==> src/rtl/core/txrdf_pkg.sv <==
// Shared types and constants for the transmit ring DMA burst feeder.
// No dependencies; imported by every module of the block.
`timescale 1ns / 1ps
`default_nettype none

package txrdf_pkg;

  localparam int DEPTH_DEFAULT = 512;
  localparam int FIELD_W       = 9;

  typedef enum logic [1:0] {
    KIND_WRITE  = 2'd0,
    KIND_DONE   = 2'd1,
    KIND_STATUS = 2'd2,
    KIND_SPARE  = 2'd3
  } kind_t;

  typedef struct packed {
    kind_t      kind;
    logic [7:0] data_byte;
    logic       commit;
  } in_item_t;

  typedef struct packed {
    logic               accepted;
    logic               burst_start;
    logic [FIELD_W-1:0] burst_addr;
    logic [FIELD_W-1:0] burst_len;
    logic               uart_enable;
    logic               uart_disable;
    logic [FIELD_W-1:0] used_count;
    logic               running;
  } out_item_t;

endpackage

`default_nettype wire

==> src/rtl/core/tx_ring_dma_burst_feeder.sv <==
// Top level of the transmit ring DMA burst feeder.
// Depends on txrdf_pkg, txrdf_in_stage and txrdf_ring_ctrl.
//
// Usage:
//   Input channel: a command word on in_item is taken at each rising edge
//   where start is high and busy is low. busy stays low, so one word can be
//   taken every cycle. Kinds: write a byte, DMA transfer done, status query.
//   Result channel: out_valid pulses for one cycle with out_item holding the
//   result of one command: write accepted, burst issued (address and length
//   within the ring), UART enable/disable, queued byte count and the DMA
//   chain flag after the command.
//   Path: a taken word passes two register stages, the input register and then
//   the result register, before its result is presented on out_item.
//   Throughput: one command per cycle; pointer update and burst sizing finish
//   in the cycle between the two registers.
//   Reset (rst_n low, synchronous): head and tail go to zero, the chain flag
//   clears and any command in flight is dropped. The byte store is not
//   cleared; its contents are undefined until written.
//   The receiver cannot stall: results are presented once and not held.
`timescale 1ns / 1ps
`default_nettype none

module tx_ring_dma_burst_feeder #(
  parameter int DEPTH = txrdf_pkg::DEPTH_DEFAULT
) (
  input  wire                  clk,
  input  wire                  rst_n,
  input  wire                  start,
  output logic                 busy,
  input  txrdf_pkg::in_item_t  in_item,
  output logic                 out_valid,
  output txrdf_pkg::out_item_t out_item
);
  import txrdf_pkg::*;

  logic     take;
  logic     item_valid;
  in_item_t item_q;

  assign busy = 1'b0;
  assign take = start && !busy;

  txrdf_in_stage u_in_stage (
    .clk        (clk),
    .rst_n      (rst_n),
    .take       (take),
    .item       (in_item),
    .item_valid (item_valid),
    .item_q     (item_q)
  );

  txrdf_ring_ctrl #(
    .DEPTH (DEPTH)
  ) u_ring_ctrl (
    .clk        (clk),
    .rst_n      (rst_n),
    .item_valid (item_valid),
    .item       (item_q),
    .res_valid  (out_valid),
    .res        (out_item)
  );

endmodule

`default_nettype wire

==> src/rtl/core/txrdf_in_stage.sv <==
// Input register of the ring feeder: captures one command word per cycle.
// Depends on txrdf_pkg for the input word type.
`timescale 1ns / 1ps
`default_nettype none

module txrdf_in_stage (
  input  wire                 clk,
  input  wire                 rst_n,
  input  wire                 take,
  input  txrdf_pkg::in_item_t item,
  output logic                item_valid,
  output txrdf_pkg::in_item_t item_q
);
  import txrdf_pkg::*;

  logic     valid_r;
  in_item_t item_r;

  always_ff @(posedge clk) begin
    if (!rst_n) begin
      valid_r <= 1'b0;
    end else begin
      valid_r <= take;
    end
  end

  always_ff @(posedge clk) begin
    if (take) begin
      item_r <= item;
    end
  end

  assign item_valid = valid_r;
  assign item_q     = item_r;

endmodule

`default_nettype wire

==> src/rtl/core/txrdf_ring_ctrl.sv <==
// Ring pointers, DMA chain flag, byte store and result register.
// Depends on txrdf_pkg for the word types and command codes.
`timescale 1ns / 1ps
`default_nettype none

module txrdf_ring_ctrl #(
  parameter int DEPTH = txrdf_pkg::DEPTH_DEFAULT
) (
  input  wire                  clk,
  input  wire                  rst_n,
  input  wire                  item_valid,
  input  txrdf_pkg::in_item_t  item,
  output logic                 res_valid,
  output txrdf_pkg::out_item_t res
);
  import txrdf_pkg::*;

  localparam int PW = $clog2(DEPTH);
  localparam int CW = PW + 1;
  localparam logic [CW-1:0] DEPTH_C = CW'(DEPTH);
  localparam logic [CW-1:0] FULL_C  = CW'(DEPTH - 1);
  localparam logic [CW-1:0] ONE_C   = CW'(1);

  logic [7:0]    ring_mem [DEPTH];

  logic [PW-1:0] head_r, head_nxt;
  logic [PW-1:0] tail_r, tail_nxt;
  logic          active_r, active_nxt;
  logic          res_valid_r;
  out_item_t     res_r, res_nxt;

  logic [CW-1:0] head_x, tail_x, used, tail_inc, tail_w, used_w;
  logic [CW-1:0] tail_s, contig, head_sum, head_f, used_after;
  logic          is_write, is_done, full, wr_ok, wrapped, check, kick;
  logic          feed, burst, drain;

  always_comb begin
    head_x   = {1'b0, head_r};
    tail_x   = {1'b0, tail_r};
    used     = (tail_x >= head_x) ? tail_x - head_x : tail_x + DEPTH_C - head_x;
    is_write = (item.kind == KIND_WRITE);
    is_done  = (item.kind == KIND_DONE);
    full     = (used == FULL_C);
    wr_ok    = item_valid && is_write && !full;

    tail_inc = tail_x + ONE_C;
    wrapped  = (tail_inc == DEPTH_C);
    tail_w   = wrapped ? '0 : tail_inc;
    used_w   = used + ONE_C;
    check    = item.commit || wrapped || (used_w == FULL_C);
    kick     = wr_ok && check && !active_r;

    // burst runs from head to the new tail, or to the end of the ring on wrap
    tail_s   = wr_ok ? tail_w : tail_x;
    contig   = (tail_s >= head_x) ? tail_s - head_x : DEPTH_C - head_x;
    feed     = kick || (item_valid && is_done && active_r);
    burst    = feed && (contig != '0);
    drain    = feed && (contig == '0);

    head_sum = head_x + contig;
    head_f   = (head_sum >= DEPTH_C) ? head_sum - DEPTH_C : head_sum;

    head_nxt = burst ? head_f[PW-1:0] : head_r;
    tail_nxt = tail_s[PW-1:0];
    if (kick) begin
      active_nxt = 1'b1;
    end else if (drain) begin
      active_nxt = 1'b0;
    end else begin
      active_nxt = active_r;
    end

    used_after = (wr_ok ? used_w : used) - (burst ? contig : '0);

    res_nxt              = '0;
    res_nxt.accepted     = wr_ok;
    res_nxt.burst_start  = burst;
    res_nxt.burst_addr   = burst ? FIELD_W'(head_r) : '0;
    res_nxt.burst_len    = burst ? FIELD_W'(contig) : '0;
    res_nxt.uart_enable  = kick;
    res_nxt.uart_disable = drain;
    res_nxt.used_count   = FIELD_W'(used_after);
    res_nxt.running      = active_nxt;
  end

  always_ff @(posedge clk) begin
    if (!rst_n) begin
      head_r      <= '0;
      tail_r      <= '0;
      active_r    <= 1'b0;
      res_valid_r <= 1'b0;
    end else begin
      head_r      <= head_nxt;
      tail_r      <= tail_nxt;
      active_r    <= active_nxt;
      res_valid_r <= item_valid;
    end
  end

  always_ff @(posedge clk) begin
    res_r <= res_nxt;
  end

  // store the byte at the old tail
  always_ff @(posedge clk) begin
    if (wr_ok) begin
      ring_mem[tail_r] <= item.data_byte;
    end
  end

  assign res_valid = res_valid_r;
  assign res       = res_r;

endmodule

`default_nettype wire

==> config.mk <==
export PLATFORM = sky130hd
export DESIGN_NAME = tx_ring_dma_burst_feeder
export DESIGN_NICKNAME = d
export VERILOG_FILES = /design/src/rtl/core/txrdf_pkg.sv /design/src/rtl/core/tx_ring_dma_burst_feeder.sv /design/src/rtl/core/txrdf_in_stage.sv /design/src/rtl/core/txrdf_ring_ctrl.sv
export SDC_FILE = /design/constraint.sdc
export NUM_CORES = 1
export LEC_CHECK = 0
export BUFFER_PORTS_ARGS = -buffer_cell sky130_fd_sc_hd__buf_2
export CAP_MARGIN = 10
export CORE_MARGIN = 3
export CORE_UTILIZATION = 50
export CTS_CLUSTER_DIAMETER = 60
export DETAILED_ROUTE_END_ITERATION = 16
export PLACE_DENSITY = 0.78
export SLEW_MARGIN = 20
export SYNTH_ARGS = -nofsm -noshare
export SYNTH_HDL_FRONTEND = slang
export SYNTH_SLANG_ARGS = --single-unit
==> constraint.sdc <==
create_clock -name clk -period 21 [get_ports clk]
set_input_delay 1.05 -clock clk [delete_from_list [all_inputs] [get_ports clk]]
set_output_delay 1.05 -clock clk [all_outputs]
set_load 0.05 [all_outputs]
# [Yosys cells after proc, flatten, opt, wreduce, memory -nomap -nowiden]
# Cells that the tools add are included.
[op_classes] n_addsub=10 magnitude_cmp=3 eq_ne=4 mux=9 reduce_logical=16
[op_table] op="10-bit 2-to-1 mux" count=4
[op_table] op="9-bit 2-to-1 mux" count=3
[op_table] op="10-bit by 9-bit == test with 1-bit output, second input constant" count=2
[op_table] op="10-bit by 9-bit subtractor with 10-bit output" count=2
[op_table] op="10-bit by 1-bit adder with 10-bit output, second input constant" count=1
[op_table] op="9-bit by 1-bit adder with 10-bit output, second input constant" count=1
[op_table] op="9-bit by 10-bit adder with 10-bit output" count=1
[op_table] op="9-bit by 10-bit adder with 10-bit output, second input constant" count=1
[op_table] op="10-bit == test, second input constant" count=1
[op_table] op="10-bit >= comparator, second input constant" count=1
[op_table] op="10-bit by 9-bit >= comparator with 1-bit output" count=1
[op_table] op="10-bit zero test" count=1
[op_table] op="10-bit nonzero test" count=1
[op_table] op="10-bit by 9-bit subtractor with 10-bit output, first input constant" count=1
[op_table] op="9-bit by 9-bit subtractor with 10-bit output" count=1
[op_table] op="9-bit >= comparator" count=1
[op_table] op="9-bit by 1-bit subtractor with 9-bit output, second input constant" count=1
[op_table] op="9-bit subtractor" count=1
[op_table] op="1-bit logical AND" count=8
[op_table] op="1-bit logical OR" count=3
[op_table] op="2-bit by 1-bit == test with 1-bit output, second input constant" count=1
[op_table] op="1-bit zero test" count=2
[op_table] op="2-bit zero test" count=1
[op_table] op="1-bit 2-to-1 mux" count=2
[totals] reg_bits=56 inputBits=14 output_inout_bits=34 word_cells=57

# [Depth between registers and ports, before layout]
[logic_depth] word_depth=13 depth_mapped=39 depth_no_buf=36

# [By module]
# A second synthesis with hierarchy kept.
[hier_totals] hier_cells=452 hier_area_um2=4151.5
[modules_own_cells] module="txrdf_ring_ctrl" n_inst=1 cells_per_inst=437 area_per_inst_um2=3783.6 seq_area_each_um2=1041.0
[modules_own_cells] module="txrdf_in_stage" n_inst=1 cells_per_inst=13 area_per_inst_um2=356.6 seq_area_each_um2=350.3
[modules_own_cells] module="tx_ring_dma_burst_feeder" n_inst=1 cells_per_inst=2 area_per_inst_um2=11.3 seq_area_each_um2=0.0

# [Worst setup path before layout]
# OpenSTA, ideal clock, no wires.
[synth_path] path_kind="flip-flop to flip-flop" start="register u_ring_ctrl.head_r[0]" end="register u_ring_ctrl.res_r, in the netlist u_ring_ctrl.res[9]" setup_ns=0.072 t_arrival_ns=6.928 required_time_ns=20.928 path_slack_ns=14.000 stages_incl_launch_ff=37 path_buffers=2 synth_period_minus_slack_ns=7.000 path_cell_list="dfxtp_1 -> ha_1 -> inv_1 -> fa_1 -> ha_1 -> clkbuf_1 -> or4b_1 -> o311ai_1 -> nand4_2 -> o21bai_1 -> inv_1 -> buf_4 -> xnor2_1 -> ha_1 -> inv_1 -> fa_1 -> a211oi_2 -> o21bai_1 -> a21oi_2 -> xnor2_1 -> or4_4 -> a211oi_2 -> mux2i_2 -> nand2b_4 -> inv_4 -> and2_1 -> inv_1 -> ha_1 -> nor2b_1 -> o21ai_0 -> nand2b_1 -> a21o_1 -> a21oi_1 -> o21ai_0 -> xnor2_1 -> xnor2_1 -> xnor2_1"
[synth_lines] element="from (decl)" line_no="txrdf_ring_ctrl.sv:26" source="logic [PW-1:0] head_r, head_nxt;"
[synth_lines] element="from (signal assigned)" line_no="txrdf_ring_ctrl.sv:93" source="head_r <= head_nxt;"
[synth_lines] element="to (signal assigned)" line_no="txrdf_ring_ctrl.sv:101" source="res_r <= res_nxt;"
[synth_lines] element="to (decl)" line_no="txrdf_ring_ctrl.sv:30" source="out_item_t res_r, res_nxt;"

==> flow_summary.json <==
{
  "cellLeakagePower_uw": 0.001983,
  "path_class": "reg2reg",
  "max_stage_delay_ns": 0.56,
  "slowest_stage": "or4_4",
  "grt_max_degree": 23,
  "power_density_nw_per_um2": 45.06,
  "ir_drop_mv": 0.02539,
  "synth_edf_count": 3,
  "vias_per_cell": 5.622,
  "p_sw_frac": 0.2860,
  "synthArstFlopShare": 0,
  "ys_warn_count": 0,
  "route.detailed.drc": 0,
  "clkSinkCount": 56,
  "slew_viol_final": 0,
  "syn_area_um2": 4134,
  "synth_top_area_cell": "dfxtp_1",
  "ant_nets": 0,
  "clk_pin_slew_worst_paths_ns": 0.11,
  "post-route-period-util": 0.3983,
  "final_cell_area_um2": 4449,
  "arrival_ns": 8.60,
  "synth.avg_cell_area_um2": 8.740,
  "num_vias": 3424,
  "setup_tns_ns": 0,
  "top_level_ports": 48,
  "setup_viol": 0,
  "drive_gt1_frac": 0.1460,
  "endpoint_kind": "register",
  "wire_per_inst_um": 15.29,
  "maxCapViolCount": 0,
  "synth_compound_area_frac": 0.1816,
  "synth_cell_types": 72,
  "firstDrtPassIters": 5,
  "worstPathRequired_ns": 21.24,
  "cts.repair.resized": 0,
  "cp_common_cell": "xnor2_1",
  "cts-hold-fix-buffers": 0,
  "worstSetupStartpointType": "register",
  "root_buffer": "clkbuf_8",
  "worstPathMaxFanout": 22,
  "gr-total-overflow": 0,
  "p_int_uw": 143.1,
  "yosys.area.top_type_share": 0.2567,
  "switchingPower_uw": 57.34,
  "drtIter0Drc": 196,
  "io_buffer_count": 38,
  "synthAdderAreaFrac": 0.1344,
  "routed_wl_mm": 9.310,
  "placed_area_um2": 4359,
  "timing.fmax_mhz": 119.5,
  "ctsHtreeMaxLevel": 2,
  "antenna_found_initial": 0,
  "synthSimpleGateAreaFrac": 0.2225,
  "synth_top_family_by_area": "simple AND/OR/NAND/NOR gates",
  "grtUsageTotal": 0.1963,
  "core_um2": 7888,
  "pwr-share-seq": 0.553,
  "rsz0062_at_grt": "no",
  "pwr-share-clk": 0.310,
  "p_comb_frac": 0.137,
  "n_antenna_cell": 0,
  "gp_congestion": 0.8830,
  "syn_to_final_growth_pct": 7.627,
  "rows": 32,
  "skew_ns": 0.009858,
  "clock_path_buffers": 2,
  "grt_pass1_wl_mm": 15.45,
  "synth_ff_type": "dfxtp_1",
  "dieArea_um2": 9395,
  "die_width_um": 96.93,
  "relSlewSlack": 0.5931,
  "dp_hpwl_mm": 7.439,
  "synth_nets": 529,
  "outcome": "finished clean",
  "finalNetCount": 562,
  "ys_seq_elements": 56,
  "hold_viol_final": 0,
  "yosys-top-cells-count": "dfxtp_1 (53), xnor2_1 (39), ha_1 (38), nand2_1 (37), inv_1 (33)",
  "cts_inserted_buffers": 5,
  "start_util": 0.5241,
  "tightest_slew_ns": 0.5950,
  "synthMuxAreaShare": 0.02452,
  "clk_latency_ns": 0.32,
  "seq_area_frac_synth": 0.2785,
  "yosysMostFrequentCell": "dfxtp_1",
  "synth_area_leaders": "dfxtp_1 (26%), ha_1 (12%), xnor2_1 (8.3%), a21oi_1 (3.8%), nand2_1 (3.4%)",
  "synth_xor_area_frac": 0.1038,
  "die_y_um": 96.93,
  "min_path_type": "reg2reg",
  "synthCells": 473,
  "post-route-min-period_ns": 8.365,
  "cts_tree": "yes",
  "grt_pass1_vias": 3283,
  "cts_setup_buffers": 0
}
==> area by class of cell <==
type	instances	area, um2
tap	102	127.6
fill	725	3438
timing repair buffer	38	190.2
inverter	34	130.1
multi-input combinational	371	2760
sequential	56	1151
clock inverter	3	21.27
clock buffer	5	68.82
==> layout by cell type (no fill, tap or decap), types with 5 or more instances in the layout <==
cell	Yosys	layout
xor2_1	10	10
nand3_1	13	13
nor2b_1	9	9
nor2_1	32	32
and2_1	18	18
inv_1	33	33
buf_2	2	38
clkbuf_8	0	5
and3_1	9	9
dfxtp_1	53	53
nor3_1	6	6
xnor2_1	39	39
a21o_1	11	11
a21oi_1	31	31
nand2_1	37	37
o21bai_1	6	6
ha_1	38	38
nand4_1	15	15
nand2b_1	7	7
o21ai_0	12	12
==> metrics by stage <==
step / power, uW / setup slack, ns / util / instances / hold slack, ns
CTS: 201.5 / 12.73 / 0.5641 / 609 / 0.5059
floorplan: 135.1 / 14.00 / - / 473 / 0.4610
global route: 209.5 / 12.04 / 0.5641 / 609 / 0.5341
global placement: 140.0 / 12.92 / 0.5527 / 601 / 0.4759
finish: 200.5 / 12.64 / 0.5641 / 609 / 0.5042
detailed placement: 140.5 / 12.80 / 0.5527 / 601 / 0.4912
==> state kept, by name, summed over array words and instances, names as in the netlist <==
| name | count |
|---|---|
| u_in_stage.item_q | 3 |
| u_in_stage.item_valid | 1 |
| u_ring_ctrl.res_valid | 1 |
| u_ring_ctrl.head_r | 9 |
| u_ring_ctrl.res | 32 |
| u_ring_ctrl.tail_r | 9 |
| u_ring_ctrl.active_r | 1 |
==> per-layer routing <==
| metal | up-vias | track usage | part of all wire |
|---|---|---|---|
| li1 | 1737 | - | - |
| met1 | 1591 | 0.2507 | 0.45 |
| met2 | 87 | 0.3418 | 0.50 |
| met3 | 9 | 0.02884 | 0.042 |
| met4 | 0 | 0.05832 | 0.0072 |
| met5 | - | 0 | 0 |
==> logic make-up after synthesis <==
logic type,after synthesis
and+or+nand+nor,170
AOI/OAI and AO/OA,100
DFF,56
xor gates and xnor gates,49
buffers and inverters,46
adders and majority gates,42
muxes,9
other,1
==> worst max-delay path: cells and delay by family, from the launching register on <==
family / cells / cell delay [ns]
XOR/XNOR: 5 / 1.02
buffers and inverters: 5 / 0.63
flip-flops: 1 / 0.54
AND/OR/NAND/NOR: 7 / 1.99
multiplexers: 1 / 0.15
AO/OA/AOI/OAI: 10 / 1.87
adder cells (fa/ha/maj): 6 / 2.07
==> path summary, 6_finish.rpt <==
check	cells after the start	start	slack, ns	end
max	34	u_ring_ctrl.head_r[0]	12.64	u_ring_ctrl.res[9]
min	2	u_ring_ctrl.head_r[8]	0.50	u_ring_ctrl.head_r[8]
max reg2reg	34	u_ring_ctrl.head_r[0]	12.64	u_ring_ctrl.res[9]
min reg2reg	2	u_ring_ctrl.head_r[8]	0.50	u_ring_ctrl.head_r[8]
==> power by group through the flow <==
| stage | combinational (uW) | sequential [uW] | clock, uW |
|---|---|---|---|
| 3_5_place_dp | 27.2 | 113 | 0 |
| 5_1_grt | 29.4 | 111 | 68.9 |
| 3_3_place_gp | 26.7 | 113 | 0 |
| 4_1_cts | 27.4 | 111 | 63.3 |
| 2_1_floorplan | 14.4 | 121 | 0 |
| 6_report | 27.5 | 111 | 62.2 |
Note: power is estimated with default switching activity, not from simulation.
